--- src/rtl/pi_line_phasor_companion_step_top_macros.svh ---
// Assertion macros for the pi-line companion step block.
`ifndef PI_LINE_PHASOR_COMPANION_STEP_TOP_MACROS_SVH
`define PI_LINE_PHASOR_COMPANION_STEP_TOP_MACROS_SVH

// Same-cycle implication, disabled while reset is asserted.
`define PILPC_ASSERT_NOW(label, clk, rst_n, ante, cons) \
	label: assert property (@(posedge clk) disable iff (!rst_n) (ante) |-> (cons)) \
		else $error("pilpc assertion failed");

// Next-cycle implication, disabled while reset is asserted.
`define PILPC_ASSERT_NEXT(label, clk, rst_n, ante, cons) \
	label: assert property (@(posedge clk) disable iff (!rst_n) (ante) |=> (cons)) \
		else $error("pilpc assertion failed");

`endif

--- src/rtl/pilpc_pkg.sv ---
package pilpc_pkg;

	localparam int DATA_WIDTH_DEF = 32;
	localparam int COEF_W         = 32;
	localparam int COEF_FRAC      = 30;
	localparam int CFG_IDX_W      = 3;
	localparam int NODE_W         = 3;
	localparam int STEP_W         = 5;
	localparam int NUM_STEPS      = 28;

	// register indexes
	localparam logic [CFG_IDX_W-1:0] REG_IND_COND_RE  = 3'd0;
	localparam logic [CFG_IDX_W-1:0] REG_IND_COND_IM  = 3'd1;
	localparam logic [CFG_IDX_W-1:0] REG_IND_HIST_RE  = 3'd2;
	localparam logic [CFG_IDX_W-1:0] REG_IND_HIST_IM  = 3'd3;
	localparam logic [CFG_IDX_W-1:0] REG_CAP_COND_RE  = 3'd4;
	localparam logic [CFG_IDX_W-1:0] REG_CAP_COND_IM  = 3'd5;
	localparam logic [CFG_IDX_W-1:0] REG_NODE_PRESENT = 3'd6;

	// coefficient select
	localparam logic [2:0] CS_GLR = 3'd0;
	localparam logic [2:0] CS_GLI = 3'd1;
	localparam logic [2:0] CS_HRE = 3'd2;
	localparam logic [2:0] CS_HIM = 3'd3;
	localparam logic [2:0] CS_GCR = 3'd4;
	localparam logic [2:0] CS_GCI = 3'd5;

	// multiplier data operand select
	localparam logic [2:0] OS_DV_RE = 3'd0;
	localparam logic [2:0] OS_DV_IM = 3'd1;
	localparam logic [2:0] OS_IL_RE = 3'd2;
	localparam logic [2:0] OS_IL_IM = 3'd3;
	localparam logic [2:0] OS_N1_RE = 3'd4;
	localparam logic [2:0] OS_N1_IM = 3'd5;
	localparam logic [2:0] OS_N2_RE = 3'd6;
	localparam logic [2:0] OS_N2_IM = 3'd7;

	// accumulator start value on the first term of a sum
	localparam logic [3:0] IN_ZERO   = 4'd0;
	localparam logic [3:0] IN_IS_RE  = 4'd1;
	localparam logic [3:0] IN_IS_IM  = 4'd2;
	localparam logic [3:0] IN_NS1_RE = 4'd3;
	localparam logic [3:0] IN_NS1_IM = 4'd4;
	localparam logic [3:0] IN_C1_RE  = 4'd5;
	localparam logic [3:0] IN_C1_IM  = 4'd6;
	localparam logic [3:0] IN_NS2_RE = 4'd7;
	localparam logic [3:0] IN_NS2_IM = 4'd8;
	localparam logic [3:0] IN_C2_RE  = 4'd9;
	localparam logic [3:0] IN_C2_IM  = 4'd10;

	// destination of a finished sum
	localparam logic [3:0] DS_IL_RE = 4'd0;
	localparam logic [3:0] DS_IL_IM = 4'd1;
	localparam logic [3:0] DS_C1_RE = 4'd2;
	localparam logic [3:0] DS_C1_IM = 4'd3;
	localparam logic [3:0] DS_S1_RE = 4'd4;
	localparam logic [3:0] DS_S1_IM = 4'd5;
	localparam logic [3:0] DS_C2_RE = 4'd6;
	localparam logic [3:0] DS_C2_IM = 4'd7;
	localparam logic [3:0] DS_S2_RE = 4'd8;
	localparam logic [3:0] DS_S2_IM = 4'd9;
	localparam logic [3:0] DS_IS_RE = 4'd10;
	localparam logic [3:0] DS_IS_IM = 4'd11;

	typedef struct packed {
		logic [2:0] coef_sel;
		logic [2:0] opnd_sel;
		logic       sub;
		logic       first;
		logic       last;
		logic [3:0] init_sel;
		logic [3:0] dest;
	} uop_t;

	typedef struct packed {
		logic load;
		logic issue;
		uop_t uop;
		logic load_out;
	} cmd_t;

	typedef struct packed {
		logic pipe_busy;
		logic out_hold;
	} stat_t;

	typedef struct packed {
		logic signed [COEF_W-1:0] glr;
		logic signed [COEF_W-1:0] gli;
		logic signed [COEF_W-1:0] hre;
		logic signed [COEF_W-1:0] him;
		logic signed [COEF_W-1:0] gcr;
		logic signed [COEF_W-1:0] gci;
		logic [NODE_W-1:0]        present;
	} cfg_t;

	function automatic uop_t mk_uop(input logic [2:0] coef_sel, input logic [2:0] opnd_sel,
		input logic sub, input logic first, input logic last,
		input logic [3:0] init_sel, input logic [3:0] dest);
		uop_t u;
		u.coef_sel = coef_sel;
		u.opnd_sel = opnd_sel;
		u.sub      = sub;
		u.first    = first;
		u.last     = last;
		u.init_sel = init_sel;
		u.dest     = dest;
		return u;
	endfunction

	// One product per step. Inductor current first, then both capacitors,
	// then the inductor source, which needs the new inductor current.
	function automatic uop_t uop_lookup(input logic [STEP_W-1:0] step);
		uop_t u;
		unique case (step)
			5'd0:  u = mk_uop(CS_GLR, OS_DV_RE, 1'b0, 1'b1, 1'b0, IN_IS_RE, DS_IL_RE);
			5'd1:  u = mk_uop(CS_GLI, OS_DV_IM, 1'b1, 1'b0, 1'b1, IN_ZERO, DS_IL_RE);
			5'd2:  u = mk_uop(CS_GLI, OS_DV_RE, 1'b0, 1'b1, 1'b0, IN_IS_IM, DS_IL_IM);
			5'd3:  u = mk_uop(CS_GLR, OS_DV_IM, 1'b0, 1'b0, 1'b1, IN_ZERO, DS_IL_IM);
			5'd4:  u = mk_uop(CS_GCR, OS_N1_RE, 1'b0, 1'b1, 1'b0, IN_NS1_RE, DS_C1_RE);
			5'd5:  u = mk_uop(CS_GCI, OS_N1_IM, 1'b1, 1'b0, 1'b1, IN_ZERO, DS_C1_RE);
			5'd6:  u = mk_uop(CS_GCI, OS_N1_RE, 1'b0, 1'b1, 1'b0, IN_NS1_IM, DS_C1_IM);
			5'd7:  u = mk_uop(CS_GCR, OS_N1_IM, 1'b0, 1'b0, 1'b1, IN_ZERO, DS_C1_IM);
			5'd8:  u = mk_uop(CS_GCR, OS_N1_RE, 1'b0, 1'b1, 1'b0, IN_C1_RE, DS_S1_RE);
			5'd9:  u = mk_uop(CS_GCI, OS_N1_IM, 1'b0, 1'b0, 1'b1, IN_ZERO, DS_S1_RE);
			5'd10: u = mk_uop(CS_GCR, OS_N1_IM, 1'b0, 1'b1, 1'b0, IN_C1_IM, DS_S1_IM);
			5'd11: u = mk_uop(CS_GCI, OS_N1_RE, 1'b1, 1'b0, 1'b1, IN_ZERO, DS_S1_IM);
			5'd12: u = mk_uop(CS_GCR, OS_N2_RE, 1'b0, 1'b1, 1'b0, IN_NS2_RE, DS_C2_RE);
			5'd13: u = mk_uop(CS_GCI, OS_N2_IM, 1'b1, 1'b0, 1'b1, IN_ZERO, DS_C2_RE);
			5'd14: u = mk_uop(CS_GCI, OS_N2_RE, 1'b0, 1'b1, 1'b0, IN_NS2_IM, DS_C2_IM);
			5'd15: u = mk_uop(CS_GCR, OS_N2_IM, 1'b0, 1'b0, 1'b1, IN_ZERO, DS_C2_IM);
			5'd16: u = mk_uop(CS_GCR, OS_N2_RE, 1'b0, 1'b1, 1'b0, IN_C2_RE, DS_S2_RE);
			5'd17: u = mk_uop(CS_GCI, OS_N2_IM, 1'b0, 1'b0, 1'b1, IN_ZERO, DS_S2_RE);
			5'd18: u = mk_uop(CS_GCR, OS_N2_IM, 1'b0, 1'b1, 1'b0, IN_C2_IM, DS_S2_IM);
			5'd19: u = mk_uop(CS_GCI, OS_N2_RE, 1'b1, 1'b0, 1'b1, IN_ZERO, DS_S2_IM);
			5'd20: u = mk_uop(CS_GLR, OS_DV_RE, 1'b0, 1'b1, 1'b0, IN_ZERO, DS_IS_RE);
			5'd21: u = mk_uop(CS_GLI, OS_DV_IM, 1'b1, 1'b0, 1'b0, IN_ZERO, DS_IS_RE);
			5'd22: u = mk_uop(CS_HRE, OS_IL_RE, 1'b0, 1'b0, 1'b0, IN_ZERO, DS_IS_RE);
			5'd23: u = mk_uop(CS_HIM, OS_IL_IM, 1'b1, 1'b0, 1'b1, IN_ZERO, DS_IS_RE);
			5'd24: u = mk_uop(CS_GLI, OS_DV_RE, 1'b0, 1'b1, 1'b0, IN_ZERO, DS_IS_IM);
			5'd25: u = mk_uop(CS_GLR, OS_DV_IM, 1'b0, 1'b0, 1'b0, IN_ZERO, DS_IS_IM);
			5'd26: u = mk_uop(CS_HIM, OS_IL_RE, 1'b0, 1'b0, 1'b0, IN_ZERO, DS_IS_IM);
			5'd27: u = mk_uop(CS_HRE, OS_IL_IM, 1'b0, 1'b0, 1'b1, IN_ZERO, DS_IS_IM);
			default: u = mk_uop(CS_GLR, OS_DV_RE, 1'b0, 1'b0, 1'b0, IN_ZERO, DS_IL_RE);
		endcase
		return u;
	endfunction

endpackage

--- src/rtl/pi_line_phasor_companion_step_top.sv ---
// Channel   Handshake               Payload
// cfg       cfg_we                  cfg_index, cfg_data
// in        in_valid / in_stall     v1_re v1_im v2_re v2_im v3_re v3_im
// out       out_valid / out_stall   inj1_re inj1_im inj2_re inj2_im inj3_re inj3_im
//
// Per item: the accept, then 28 products through the single shared coefficient multiplier,
// then the multiply pipeline drains and the output is loaded; the input stays closed until then.
// Reset (arst_n low) clears coefficients, node mask and all line state to zero.
// Results sit in an output register; the next item is taken while a result waits.
// A finished item waits in the drain state until the output register is free.
`include "pi_line_phasor_companion_step_top_macros.svh"

module pi_line_phasor_companion_step_top #(
	parameter int DATA_WIDTH = pilpc_pkg::DATA_WIDTH_DEF
) (
	input  logic                              clk,
	input  logic                              arst_n,
	input  logic                              cfg_we,
	input  logic [pilpc_pkg::CFG_IDX_W-1:0]   cfg_index,
	input  logic [pilpc_pkg::COEF_W-1:0]      cfg_data,
	input  logic                              in_valid,
	output logic                              in_stall,
	input  logic signed [DATA_WIDTH-1:0]      v1_re,
	input  logic signed [DATA_WIDTH-1:0]      v1_im,
	input  logic signed [DATA_WIDTH-1:0]      v2_re,
	input  logic signed [DATA_WIDTH-1:0]      v2_im,
	input  logic signed [DATA_WIDTH-1:0]      v3_re,
	input  logic signed [DATA_WIDTH-1:0]      v3_im,
	output logic                              out_valid,
	input  logic                              out_stall,
	output logic signed [DATA_WIDTH-1:0]      inj1_re,
	output logic signed [DATA_WIDTH-1:0]      inj1_im,
	output logic signed [DATA_WIDTH-1:0]      inj2_re,
	output logic signed [DATA_WIDTH-1:0]      inj2_im,
	output logic signed [DATA_WIDTH-1:0]      inj3_re,
	output logic signed [DATA_WIDTH-1:0]      inj3_im
);

	pilpc_pkg::cfg_t  cfg;
	pilpc_pkg::cmd_t  cmd;
	pilpc_pkg::stat_t stat;

	pilpc_cfg u_cfg (
		.clk       (clk),
		.arst_n    (arst_n),
		.cfg_we    (cfg_we),
		.cfg_index (cfg_index),
		.cfg_data  (cfg_data),
		.cfg       (cfg)
	);

	pilpc_ctrl u_ctrl (
		.clk      (clk),
		.arst_n   (arst_n),
		.in_valid (in_valid),
		.stat     (stat),
		.in_stall (in_stall),
		.cmd      (cmd)
	);

	pilpc_dp #(
		.DATA_WIDTH (DATA_WIDTH)
	) u_dp (
		.clk       (clk),
		.arst_n    (arst_n),
		.cmd       (cmd),
		.cfg       (cfg),
		.stat      (stat),
		.v1_re     (v1_re),
		.v1_im     (v1_im),
		.v2_re     (v2_re),
		.v2_im     (v2_im),
		.v3_re     (v3_re),
		.v3_im     (v3_im),
		.out_stall (out_stall),
		.out_valid (out_valid),
		.inj1_re   (inj1_re),
		.inj1_im   (inj1_im),
		.inj2_re   (inj2_re),
		.inj2_im   (inj2_im),
		.inj3_re   (inj3_re),
		.inj3_im   (inj3_im)
	);

	// an accepted item keeps the input closed until its result is loaded
	`PILPC_ASSERT_NEXT(a_stall_after_accept, clk, arst_n, in_valid && !in_stall, in_stall)
	// a waiting result is never overwritten
	`PILPC_ASSERT_NOW(a_no_overwrite, clk, arst_n, cmd.load_out, !(out_valid && out_stall))
	// products are only issued while an item is in work
	`PILPC_ASSERT_NOW(a_issue_busy, clk, arst_n, cmd.issue || stat.pipe_busy, in_stall)
	`PILPC_ASSERT_NEXT(a_out_after_load, clk, arst_n, cmd.load_out, out_valid)

endmodule

--- src/rtl/pilpc_cfg.sv ---
module pilpc_cfg (
	input  logic                                clk,
	input  logic                                arst_n,
	input  logic                                cfg_we,
	input  logic [pilpc_pkg::CFG_IDX_W-1:0]     cfg_index,
	input  logic [pilpc_pkg::COEF_W-1:0]        cfg_data,
	output pilpc_pkg::cfg_t                     cfg
);

	pilpc_pkg::cfg_t regs_q;

	always_ff @(posedge clk or negedge arst_n) begin
		if (!arst_n) begin
			regs_q <= '0;
		end else if (cfg_we) begin
			unique case (cfg_index)
				pilpc_pkg::REG_IND_COND_RE:  regs_q.glr <= cfg_data;
				pilpc_pkg::REG_IND_COND_IM:  regs_q.gli <= cfg_data;
				pilpc_pkg::REG_IND_HIST_RE:  regs_q.hre <= cfg_data;
				pilpc_pkg::REG_IND_HIST_IM:  regs_q.him <= cfg_data;
				pilpc_pkg::REG_CAP_COND_RE:  regs_q.gcr <= cfg_data;
				pilpc_pkg::REG_CAP_COND_IM:  regs_q.gci <= cfg_data;
				pilpc_pkg::REG_NODE_PRESENT: regs_q.present <= cfg_data[pilpc_pkg::NODE_W-1:0];
				default: ;  // unmapped index: ignored
			endcase
		end
	end

	assign cfg = regs_q;

endmodule

--- src/rtl/pilpc_ctrl.sv ---
module pilpc_ctrl (
	input  logic               clk,
	input  logic               arst_n,
	input  logic               in_valid,
	input  pilpc_pkg::stat_t   stat,
	output logic               in_stall,
	output pilpc_pkg::cmd_t    cmd
);

	localparam logic [1:0] ST_IDLE  = 2'd0;
	localparam logic [1:0] ST_RUN   = 2'd1;
	localparam logic [1:0] ST_DRAIN = 2'd2;

	localparam logic [pilpc_pkg::STEP_W-1:0] LAST_STEP =
		pilpc_pkg::STEP_W'(pilpc_pkg::NUM_STEPS - 1);

	logic [1:0]                    state_q;
	logic [pilpc_pkg::STEP_W-1:0]  step_q;

	always_comb begin
		cmd          = '0;
		cmd.uop      = pilpc_pkg::uop_lookup(step_q);
		in_stall     = 1'b1;
		unique case (state_q)
			ST_IDLE: begin
				in_stall = 1'b0;
				cmd.load = in_valid;
			end
			ST_RUN: begin
				cmd.issue = 1'b1;
			end
			ST_DRAIN: begin
				// wait for the last sum to land and for room in the output register
				cmd.load_out = !stat.pipe_busy && !stat.out_hold;
			end
			default: ;
		endcase
	end

	always_ff @(posedge clk or negedge arst_n) begin
		if (!arst_n) begin
			state_q <= ST_IDLE;
			step_q  <= '0;
		end else begin
			unique case (state_q)
				ST_IDLE: begin
					step_q <= '0;
					if (in_valid) state_q <= ST_RUN;
				end
				ST_RUN: begin
					if (step_q == LAST_STEP) state_q <= ST_DRAIN;
					else step_q <= step_q + 1'b1;
				end
				ST_DRAIN: begin
					if (cmd.load_out) state_q <= ST_IDLE;
				end
				default: state_q <= ST_IDLE;
			endcase
		end
	end

endmodule

--- src/rtl/pilpc_dp.sv ---
module pilpc_dp #(
	parameter int DATA_WIDTH = pilpc_pkg::DATA_WIDTH_DEF
) (
	input  logic                          clk,
	input  logic                          arst_n,
	input  pilpc_pkg::cmd_t               cmd,
	input  pilpc_pkg::cfg_t               cfg,
	output pilpc_pkg::stat_t              stat,
	input  logic signed [DATA_WIDTH-1:0]  v1_re,
	input  logic signed [DATA_WIDTH-1:0]  v1_im,
	input  logic signed [DATA_WIDTH-1:0]  v2_re,
	input  logic signed [DATA_WIDTH-1:0]  v2_im,
	input  logic signed [DATA_WIDTH-1:0]  v3_re,
	input  logic signed [DATA_WIDTH-1:0]  v3_im,
	input  logic                          out_stall,
	output logic                          out_valid,
	output logic signed [DATA_WIDTH-1:0]  inj1_re,
	output logic signed [DATA_WIDTH-1:0]  inj1_im,
	output logic signed [DATA_WIDTH-1:0]  inj2_re,
	output logic signed [DATA_WIDTH-1:0]  inj2_im,
	output logic signed [DATA_WIDTH-1:0]  inj3_re,
	output logic signed [DATA_WIDTH-1:0]  inj3_im
);

	localparam int CW     = pilpc_pkg::COEF_W;
	localparam int ACC_W  = DATA_WIDTH + 4;
	localparam int PROD_W = CW + DATA_WIDTH;
	localparam int TERM_W = PROD_W - pilpc_pkg::COEF_FRAC + 1;
	localparam logic [PROD_W-1:0] RND = PROD_W'(1) << (pilpc_pkg::COEF_FRAC - 1);

	typedef struct packed {
		logic       first;
		logic       last;
		logic [3:0] init_sel;
		logic [3:0] dest;
	} tag_t;

	function automatic logic signed [ACC_W-1:0] sx(input logic signed [DATA_WIDTH-1:0] v);
		return {{(ACC_W-DATA_WIDTH){v[DATA_WIDTH-1]}}, v};
	endfunction

	function automatic logic signed [DATA_WIDTH-1:0] sat(input logic signed [ACC_W-1:0] x);
		logic [ACC_W-DATA_WIDTH:0] hi;
		hi = x[ACC_W-1:DATA_WIDTH-1];
		if ((&hi) || !(|hi)) return x[DATA_WIDTH-1:0];
		else if (x[ACC_W-1]) return {1'b1, {(DATA_WIDTH-1){1'b0}}};
		else return {1'b0, {(DATA_WIDTH-1){1'b1}}};
	endfunction

	// step state
	logic signed [DATA_WIDTH-1:0] dv_re_q, dv_im_q, n1_re_q, n1_im_q, n2_re_q, n2_im_q;
	logic signed [DATA_WIDTH-1:0] il_re_q, il_im_q, is_re_q, is_im_q;
	logic signed [DATA_WIDTH-1:0] c1_re_q, c1_im_q, s1_re_q, s1_im_q;
	logic signed [DATA_WIDTH-1:0] c2_re_q, c2_im_q, s2_re_q, s2_im_q;
	logic signed [ACC_W-1:0]      acc_q;

	// input masking for grounded nodes
	logic signed [DATA_WIDTH-1:0] v1m_re, v1m_im, v2m_re, v2m_im, v3m_re, v3m_im;

	always_comb begin
		v1m_re = cfg.present[0] ? v1_re : '0;
		v1m_im = cfg.present[0] ? v1_im : '0;
		v2m_re = cfg.present[1] ? v2_re : '0;
		v2m_im = cfg.present[1] ? v2_im : '0;
		v3m_re = cfg.present[2] ? v3_re : '0;
		v3m_im = cfg.present[2] ? v3_im : '0;
	end

	// operand select and sign/magnitude split
	logic signed [CW-1:0]         coef;
	logic signed [DATA_WIDTH-1:0] opnd;
	logic [CW-1:0]                coef_mag;
	logic [DATA_WIDTH-1:0]        opnd_mag;
	logic                         neg_d;
	tag_t                         tag_d;

	always_comb begin
		case (cmd.uop.coef_sel)
			pilpc_pkg::CS_GLR: coef = cfg.glr;
			pilpc_pkg::CS_GLI: coef = cfg.gli;
			pilpc_pkg::CS_HRE: coef = cfg.hre;
			pilpc_pkg::CS_HIM: coef = cfg.him;
			pilpc_pkg::CS_GCR: coef = cfg.gcr;
			pilpc_pkg::CS_GCI: coef = cfg.gci;
			default:           coef = '0;
		endcase
		case (cmd.uop.opnd_sel)
			pilpc_pkg::OS_DV_RE: opnd = dv_re_q;
			pilpc_pkg::OS_DV_IM: opnd = dv_im_q;
			pilpc_pkg::OS_IL_RE: opnd = il_re_q;
			pilpc_pkg::OS_IL_IM: opnd = il_im_q;
			pilpc_pkg::OS_N1_RE: opnd = n1_re_q;
			pilpc_pkg::OS_N1_IM: opnd = n1_im_q;
			pilpc_pkg::OS_N2_RE: opnd = n2_re_q;
			pilpc_pkg::OS_N2_IM: opnd = n2_im_q;
			default:             opnd = '0;
		endcase
		// the most negative value maps to its unsigned magnitude
		coef_mag = coef[CW-1] ? (~coef + 1'b1) : coef;
		opnd_mag = opnd[DATA_WIDTH-1] ? (~opnd + 1'b1) : opnd;
		neg_d    = coef[CW-1] ^ opnd[DATA_WIDTH-1] ^ cmd.uop.sub;
		tag_d.first    = cmd.uop.first;
		tag_d.last     = cmd.uop.last;
		tag_d.init_sel = cmd.uop.init_sel;
		tag_d.dest     = cmd.uop.dest;
	end

	// multiply pipeline: operands, product, rounded signed term
	logic                  valid_s1, valid_s2, valid_s3;
	logic [CW-1:0]         coef_mag_s1;
	logic [DATA_WIDTH-1:0] opnd_mag_s1;
	logic                  neg_s1, neg_s2;
	tag_t                  tag_s1, tag_s2, tag_s3;
	logic [PROD_W-1:0]     prod_s2;
	logic signed [TERM_W-1:0] term_s3;
	logic [PROD_W-1:0]     prod_rnd;
	logic [TERM_W-1:0]     term_mag;

	always_comb begin
		prod_rnd = prod_s2 + RND;
		term_mag = {1'b0, prod_rnd[PROD_W-1:pilpc_pkg::COEF_FRAC]};
	end

	always_ff @(posedge clk or negedge arst_n) begin
		if (!arst_n) begin
			valid_s1 <= 1'b0;
			valid_s2 <= 1'b0;
			valid_s3 <= 1'b0;
		end else begin
			valid_s1 <= cmd.issue;
			valid_s2 <= valid_s1;
			valid_s3 <= valid_s2;
		end
	end

	always_ff @(posedge clk) begin
		if (cmd.issue) begin
			coef_mag_s1 <= coef_mag;
			opnd_mag_s1 <= opnd_mag;
			neg_s1      <= neg_d;
			tag_s1      <= tag_d;
		end
		if (valid_s1) begin
			prod_s2 <= PROD_W'(coef_mag_s1) * PROD_W'(opnd_mag_s1);
			neg_s2  <= neg_s1;
			tag_s2  <= tag_s1;
		end
		if (valid_s2) begin
			term_s3 <= neg_s2 ? -term_mag : term_mag;
			tag_s3  <= tag_s2;
		end
	end

	// accumulate
	logic signed [ACC_W-1:0]      init_val, sum;
	logic signed [DATA_WIDTH-1:0] sum_sat;

	always_comb begin
		case (tag_s3.init_sel)
			pilpc_pkg::IN_IS_RE:  init_val = sx(is_re_q);
			pilpc_pkg::IN_IS_IM:  init_val = sx(is_im_q);
			pilpc_pkg::IN_NS1_RE: init_val = -sx(s1_re_q);
			pilpc_pkg::IN_NS1_IM: init_val = -sx(s1_im_q);
			pilpc_pkg::IN_C1_RE:  init_val = sx(c1_re_q);
			pilpc_pkg::IN_C1_IM:  init_val = sx(c1_im_q);
			pilpc_pkg::IN_NS2_RE: init_val = -sx(s2_re_q);
			pilpc_pkg::IN_NS2_IM: init_val = -sx(s2_im_q);
			pilpc_pkg::IN_C2_RE:  init_val = sx(c2_re_q);
			pilpc_pkg::IN_C2_IM:  init_val = sx(c2_im_q);
			default:              init_val = '0;
		endcase
		sum = (tag_s3.first ? init_val : acc_q)
			+ {{(ACC_W-TERM_W){term_s3[TERM_W-1]}}, term_s3};
		sum_sat = sat(sum);
	end

	always_ff @(posedge clk) begin
		if (valid_s3) acc_q <= sum;
	end

	always_ff @(posedge clk or negedge arst_n) begin
		if (!arst_n) begin
			dv_re_q <= '0; dv_im_q <= '0;
			n1_re_q <= '0; n1_im_q <= '0;
			n2_re_q <= '0; n2_im_q <= '0;
			il_re_q <= '0; il_im_q <= '0;
			is_re_q <= '0; is_im_q <= '0;
			c1_re_q <= '0; c1_im_q <= '0;
			s1_re_q <= '0; s1_im_q <= '0;
			c2_re_q <= '0; c2_im_q <= '0;
			s2_re_q <= '0; s2_im_q <= '0;
		end else begin
			if (cmd.load) begin
				dv_re_q <= sat(sx(v3m_re) - sx(v2m_re));
				dv_im_q <= sat(sx(v3m_im) - sx(v2m_im));
				n1_re_q <= v1m_re;
				n1_im_q <= v1m_im;
				n2_re_q <= v2m_re;
				n2_im_q <= v2m_im;
			end
			if (valid_s3 && tag_s3.last) begin
				case (tag_s3.dest)
					pilpc_pkg::DS_IL_RE: il_re_q <= sum_sat;
					pilpc_pkg::DS_IL_IM: il_im_q <= sum_sat;
					pilpc_pkg::DS_C1_RE: c1_re_q <= sum_sat;
					pilpc_pkg::DS_C1_IM: c1_im_q <= sum_sat;
					pilpc_pkg::DS_S1_RE: s1_re_q <= sum_sat;
					pilpc_pkg::DS_S1_IM: s1_im_q <= sum_sat;
					pilpc_pkg::DS_C2_RE: c2_re_q <= sum_sat;
					pilpc_pkg::DS_C2_IM: c2_im_q <= sum_sat;
					pilpc_pkg::DS_S2_RE: s2_re_q <= sum_sat;
					pilpc_pkg::DS_S2_IM: s2_im_q <= sum_sat;
					pilpc_pkg::DS_IS_RE: is_re_q <= sum_sat;
					pilpc_pkg::DS_IS_IM: is_im_q <= sum_sat;
					default: ;
				endcase
			end
		end
	end

	// output register
	logic out_valid_q;
	logic signed [DATA_WIDTH-1:0] inj1_re_q, inj1_im_q, inj2_re_q, inj2_im_q;
	logic signed [DATA_WIDTH-1:0] inj3_re_q, inj3_im_q;

	always_ff @(posedge clk or negedge arst_n) begin
		if (!arst_n) out_valid_q <= 1'b0;
		else if (cmd.load_out) out_valid_q <= 1'b1;
		else if (!out_stall) out_valid_q <= 1'b0;
	end

	always_ff @(posedge clk) begin
		if (cmd.load_out) begin
			inj1_re_q <= cfg.present[0] ? s1_re_q : '0;
			inj1_im_q <= cfg.present[0] ? s1_im_q : '0;
			inj2_re_q <= cfg.present[1] ? sat(sx(is_re_q) + sx(s2_re_q)) : '0;
			inj2_im_q <= cfg.present[1] ? sat(sx(is_im_q) + sx(s2_im_q)) : '0;
			inj3_re_q <= cfg.present[2] ? sat(-sx(is_re_q)) : '0;
			inj3_im_q <= cfg.present[2] ? sat(-sx(is_im_q)) : '0;
		end
	end

	assign out_valid = out_valid_q;
	assign inj1_re   = inj1_re_q;
	assign inj1_im   = inj1_im_q;
	assign inj2_re   = inj2_re_q;
	assign inj2_im   = inj2_im_q;
	assign inj3_re   = inj3_re_q;
	assign inj3_im   = inj3_im_q;

	assign stat.pipe_busy = valid_s1 || valid_s2 || valid_s3;
	assign stat.out_hold  = out_valid_q && out_stall;

endmodule
--- config.mk ---
export PLATFORM = sky130hd
export DESIGN_NAME = pi_line_phasor_companion_step_top
export DESIGN_NICKNAME = d
export VERILOG_FILES = /design/src/rtl/pilpc_pkg.sv /design/src/rtl/pi_line_phasor_companion_step_top.sv /design/src/rtl/pilpc_cfg.sv /design/src/rtl/pilpc_ctrl.sv /design/src/rtl/pilpc_dp.sv
export VERILOG_INCLUDE_DIRS = /design/src /design/src/rtl
export SDC_FILE = /design/constraint.sdc
export NUM_CORES = 2
export LEC_CHECK = 0
export ABC_AREA = 1
export BUFFER_PORTS_ARGS = -buffer_cell sky130_fd_sc_hd__buf_2
export CELL_PAD_IN_SITES_DETAIL_PLACEMENT = 1
export CELL_PAD_IN_SITES_GLOBAL_PLACEMENT = 2
export CORE_MARGIN = 2
export CORE_UTILIZATION = 41
export DETAILED_ROUTE_END_ITERATION = 8
export PLACE_DENSITY = 0.95
export SETUP_SLACK_MARGIN = 0.02
export SYNTH_ARGS = -nofsm -noshare
export SYNTH_HDL_FRONTEND = slang
export SYNTH_SLANG_ARGS = --single-unit
--- constraint.sdc ---
create_clock -name clk -period 30.6 [get_ports clk]
set_input_delay 3.06 -clock clk [delete_from_list [all_inputs] [get_ports clk]]
set_output_delay 3.06 -clock clk [all_outputs]
set_load 0.05 [all_outputs]
## Word level (Yosys, flattened, before mapping)

Memory sizes are Yosys's and may differ from the RTL's.
Cells that the tools add are included.

- $add $sub $neg: 16
- Multiply operators: 1
- Eq/ne operators: 47
- Multiplexer cells: 39
- Bitwise gates (word level): 4
- Reduce and logical (&&, ||, !) cells: 62

Operator list:

| operator | count |
|---|---|
| two-way mux 32 bit | 20 |
| one-hot mux 36 bit (10 select lines) | 1 |
| one-hot mux 32 bit (8 select lines) | 1 |
| negator 32 -> 36 bit | 6 |
| one-hot mux 32 bit (6 select lines) | 1 |
| adder 32 x 32 -> 33 bit | 2 |
| subtractor 32 x 32 -> 33 bit | 2 |
| adder 32 x 1 -> 32 bit (second input constant) | 2 |
| adder 64 x 30 -> 64 bit (second input constant) | 1 |
| multiplier 32 x 32 -> 64 bit | 1 |
| NOT 32 bit | 2 |
| two-way mux 31 bit | 2 |
| AND reduction 2 bit | 20 |
| adder 36 bit | 1 |
| two-way mux 36 bit | 1 |
| negator 34 -> 35 bit | 1 |
| AND reduction 5 bit | 7 |
| OR reduction 5 bit | 7 |
| two-way mux 34 bit | 1 |
| == test 4 x 3 -> 1 bit (second input constant) | 8 |
| == test 4 bit (second input constant) | 7 |
| == test 3 bit (second input constant) | 9 |
| == test 3 x 2 -> 1 bit (second input constant) | 6 |
| == test 4 x 2 -> 1 bit (second input constant) | 4 |
| other kinds (22) | 56 |

- Flip-flop bits (word level): 1205
- Bits in read-only memories: 544
- Output and inout port bits: 194
- Memories kept: 1

Memories:

| memory | words | bits a word | rd ports | clocked after Yosys merged registers in | write ports | RTL line | RTL |
|---|---|---|---|---|---|---|---|
| (name not given) | 32 | 17 | 1 | 0 | 0 | pilpc_pkg.sv:115 | `unique case (step)` |

## Depth between registers and ports, before layout

- Word-level depth: 8
- Gate-level depth with buffers: 37

## Hierarchy

From an unflattened synthesis, not the netlist that was laid out.

- Cell total of the unflattened synthesis: 13516
- Area, all modules: 103222.7 um^2

By module, submodules not included:

| module | instances | cells each | area each (um^2) |
|---|---|---|---|
| pilpc_dp | 1 | 12525 | 94787.2 |
| pilpc_cfg | 1 | 855 | 7582.3 |
| pilpc_ctrl | 1 | 136 | 853.3 |

## Worst setup path before layout

Ideal clock, no wire load.

- Kind: input port to flip-flop
- Start: input out_stall
- End: register u_dp.inj1_im_q[0] (netlist: u_dp.inj1_im[0]), enable pin
- Setup time: 0.748 ns
- Arrival time: 11.205 ns
- Setup slack: 18.647 ns
- Stages: 3
- Cell sequence: inv_1 -> o21ai_0 -> nor2_1

RTL lines:

| item | RTL line | RTL |
|---|---|---|
| start, declared | pi_line_phasor_companion_step_top.sv:30 | `input logic out_stall,` |
| end signal, assigned | pilpc_dp.sv:235 | `inj1_im_q <= cfg.present[0] ? s1_im_q : '0;` |
| end, declared | pilpc_dp.sv:223 | `logic signed [DATA_WIDTH-1:0] inj1_re_q, inj1_im_q, inj2_re_q, inj2_im_q;` |

## Worst setup path in the final report

- Start: register u_dp.opnd_mag_s1[8]
- End: register u_dp.prod_s2[38], data pin

- Word-level cells in the longest chain between the ends: 1

RTL lines:

| item | RTL line | RTL |
|---|---|---|
| start, declared | pilpc_dp.sv:111 | `logic [DATA_WIDTH-1:0] opnd_mag_s1;` |
| start signal, assigned | pilpc_dp.sv:139 | `opnd_mag_s1 <= opnd_mag;` |
| multiplier 32 x 32 -> 64 bit | pilpc_dp.sv:144 | `prod_s2 <= PROD_W'(coef_mag_s1) * PROD_W'(opnd_mag_s1);` |
| end signal, assigned | pilpc_dp.sv:144 |  |
| end, declared | pilpc_dp.sv:114 | `logic [PROD_W-1:0] prod_s2;` |

Every way passes these cells.
A chain may end at the register's enable or synchronous reset.

==> summary.md <==
| Metric | Value |
|---|---|
| Clock sinks | `1176` |
| TritonCTS buffer count | `136` |
| Hpwl dp | `287000 um` |
| WP data arrival | `8.14 ns` |
| Largest cells by area after synthesis | `dfrtp_1 19%, fa_1 18%, nand2_1 16%` |
| Fmax achieved | `132 MHz` |
| WL final | `381000 um` |
| Die area | `255000 sq um` |
| Vias post-DR | `92328` |
| Largest net degree at the start of global routing | `123` |
| Syn Std Cell Area | `103000 sq um` |
| Top cell by count, worst path | `fa_1` |
| Cell taking the most area after synthesis | `dfrtp_1` |
| Synth-to-Final Area Change | `9.40%` |
| Ys Warns | `0` |
| Crit path cell chain | `buf_4 > nand2_1 > fa_1 > fa_1 > fa_1 > fa_1 > inv_1 > fa_1 > fa_1 > fa_1 > inv_1 > fa_1 > inv_1 > ha_1 > nand2_1 > nor2_1 > inv_1 > o21ai_0 > a21o_1 > a21oi_1 > xnor2_1` |
| Root Driver | `clkbuf_16` |
| Fin. max-slew vios | `0` |
| Commonest non-fill, non-tap cells in the layout | `4365 x nand2_1, 2385 x inv_1, 941 x nor2_1` |
| Post-synthesis xor/xnor area fraction | `2.63%` |
| Synth Area in Compound Gates | `7.94%` |
| Critical Path RT | `31.15 ns` |
| Critical path's largest stage delay | `0.57 ns` |
| Post-synth top flop | `dfrtp_1` |
| Initial antenna violation count | `5` |
| Avg Inst Size Synth | `7.61 sq um` |
| Syn_nets | `15072` |
| Max FO, Critical Path | `32` |
| Critical path's top delay family | `adder cells` |
| Non-filler cells in the finished layout | `17081` |
| H-Tree Level Count | `4` |
| Multiplexer area fraction after synthesis | `0%` |
| Slew headroom | `5.43%` |
| CP Capture Type | `register` |
| Die X | `505 um` |
| Initial DRC Count | `8175` |
| Crit path kind | `register to register` |
| Commonest non-fill, non-tap cell in the layout | `nand2_1` |
| Utilization after layout | `45.1%` |
| Final Hold Violating Endpoints | `0` |
| Yosys top cell area share | `19.1%` |
| Placed insts | `16834` |
| CP Launch Type | `register` |
| Total grt overflow | `0` |
| I/O Buffers | `425` |
| Number of setup buffers added after CTS | `0` |
| Die Span Y | `505 um` |
| Drt pass-1 iters | `6` |
| # IOs | `426` |
| Number of enable flip-flop cells after synthesis | `394` |
| Status | `completed` |
| Vias in the first global route | `96867` |
| Post-CTS resize count | `0` |
| Crit path buf inv count | `5` |
| WL/cell | `22.3 um` |
| CTS clk-pin slew, worst paths | `0.07 ns` |
| Synth Area in Simple Gates | `24.7%` |
| RD Place Congestion | `0.980` |
| Crit share post-route | `24.8%` |
| Synth Area in Adders | `22.9%` |
| Layout cell share with drive strength beyond 1 | `6.99%` |
| Post-layout nets | `15217` |
| Vias/cell | `5.41` |
| Maximum Capacitance Violations | `0` |
| # setup viols final | `0` |
| Hold_buf cts | `0` |
| Tightest hold margin | `0.420 ns` |
| Clock buffer depth | `3` |
| RSZ-0062 raised after global routing | `no` |
| Critical path's slowest cell | `fa_1` |
| FP Rows | `183` |
| R2R setup slack | `23.01 ns` |
| Min-delay worst type | `register to register` |
| CTS tree | `built` |
| Max Clock Skew | `0.0457 ns` |
| Distinct cells, synth | `73` |
| Largest family of logic cells by synthesized area | `simple AND/OR/NAND/NOR gates` |
| First-pass GRT wire length | `586000 um` |
| Sequential cell area fraction in the yosys report | `30.6%` |
| DRC viols | `0` |
| Antenna Nets Post-Route | `0` |
| Global-route usage over all layers | `29.7%` |
| Core area | `249000 sq um` |
| Initial Util | `41.3%` |
| Minimum clock period | `7.59 ns` |
| Clk_lat worst skew | `0.83 ns` |
| Sum Neg Setup Slack | `0 ns` |
| Async S/R FF share, synth | `66.5%` |
| Synth Register Bits | `1176` |
| Post-Syn Instances | `13498` |
| Worst-margin pin slew | `1.38 ns` |
cell usage after synthesis, types with 205 or more instances:
| master | instances |
|---|---|
| nand4_1 | 220 |
| xor2_1 | 205 |
| fa_1 | 900 |
| ha_1 | 442 |
| edfxtp_1 | 394 |
| inv_1 | 2386 |
| nand2_1 | 4372 |
| nand3_1 | 399 |
| clkbuf_1 | 432 |
| o21ai_0 | 651 |
| a21oi_1 | 426 |
| dfrtp_1 | 782 |
| nor2_1 | 961 |
cell type report:
type	instances	area (sq um)
antenna	1	2.50
clock buffer	196	4030
clock inverter	49	568
fill	31144	137000
inverter	2411	9050
multi-input combinational	9344	59900
sequential	1176	31400
tap	3330	4170
timing repair buffer	574	3250
kinds of logic after synthesis:
logic type	count (synthesis)
simple gates	6258
buf+inv	2978
compound gates	1438
fa+ha+maj	1342
flops	1176
xor+xnor	306
final timing paths:
| kind | start | endpoint | cells after the start |
|---|---|---|---|
| setup / recovery | u_dp.opnd_mag_s1[8] | u_dp.prod_s2[38] | 21 |
| max in group asynchronous | arst_n | u_dp.s2_im_q[0] | 6 |
| setup reg to reg | u_dp.opnd_mag_s1[8] | u_dp.prod_s2[38] | 21 |
| min in group asynchronous | arst_n | u_cfg.cfg[122] | 1 |
| hold reg to reg | u_dp.tag_s1[1] | u_dp.tag_s2[1] | 0 |
| hold / removal | u_dp.tag_s1[1] | u_dp.tag_s2[1] | 0 |
per-layer routing:
layer	routed length, um	global-route usage [%]
met2	176000	48.2
met1	164000	40.2
met5	7	0
met3	25500	3.87
met4	15900	11.4
per-stage QoR:
step	cell area (sq um)	worst slack [ns]
5_1_grt	112000	22.68
6_report	112000	23.01
2_1_floorplan	103000	18.65
3_5_place_dp	108000	22.78
4_1_cts	112000	23.05
3_3_place_gp	108000	22.80
sequential cells by signal, indices dropped and copies added (netlist names), 35 cells and up:
name          cells
u_dp.term_s3     35
u_cfg.cfg       195
u_dp.prod_s2     35
u_dp.acc_q       36
worst reg2reg max path, cell delays in order, from the launching register on:
cell and delay, ns:
edfxtp_1 0.34, buf_4 0.50, nand2_1 0.20, fa_1 0.55
fa_1 0.57, fa_1 0.55, fa_1 0.53, inv_1 0.06
fa_1 0.56, fa_1 0.43, fa_1 0.53, inv_1 0.06
fa_1 0.49, inv_1 0.05, ha_1 0.35, nand2_1 0.12
nor2_1 0.10, inv_1 0.07, o21ai_0 0.48, a21o_1 0.28
a21oi_1 0.12, xnor2_1 0.40
Power is not shown: default switching activity piles up to over one toggle a cycle in this logic, so the estimate is an artifact.
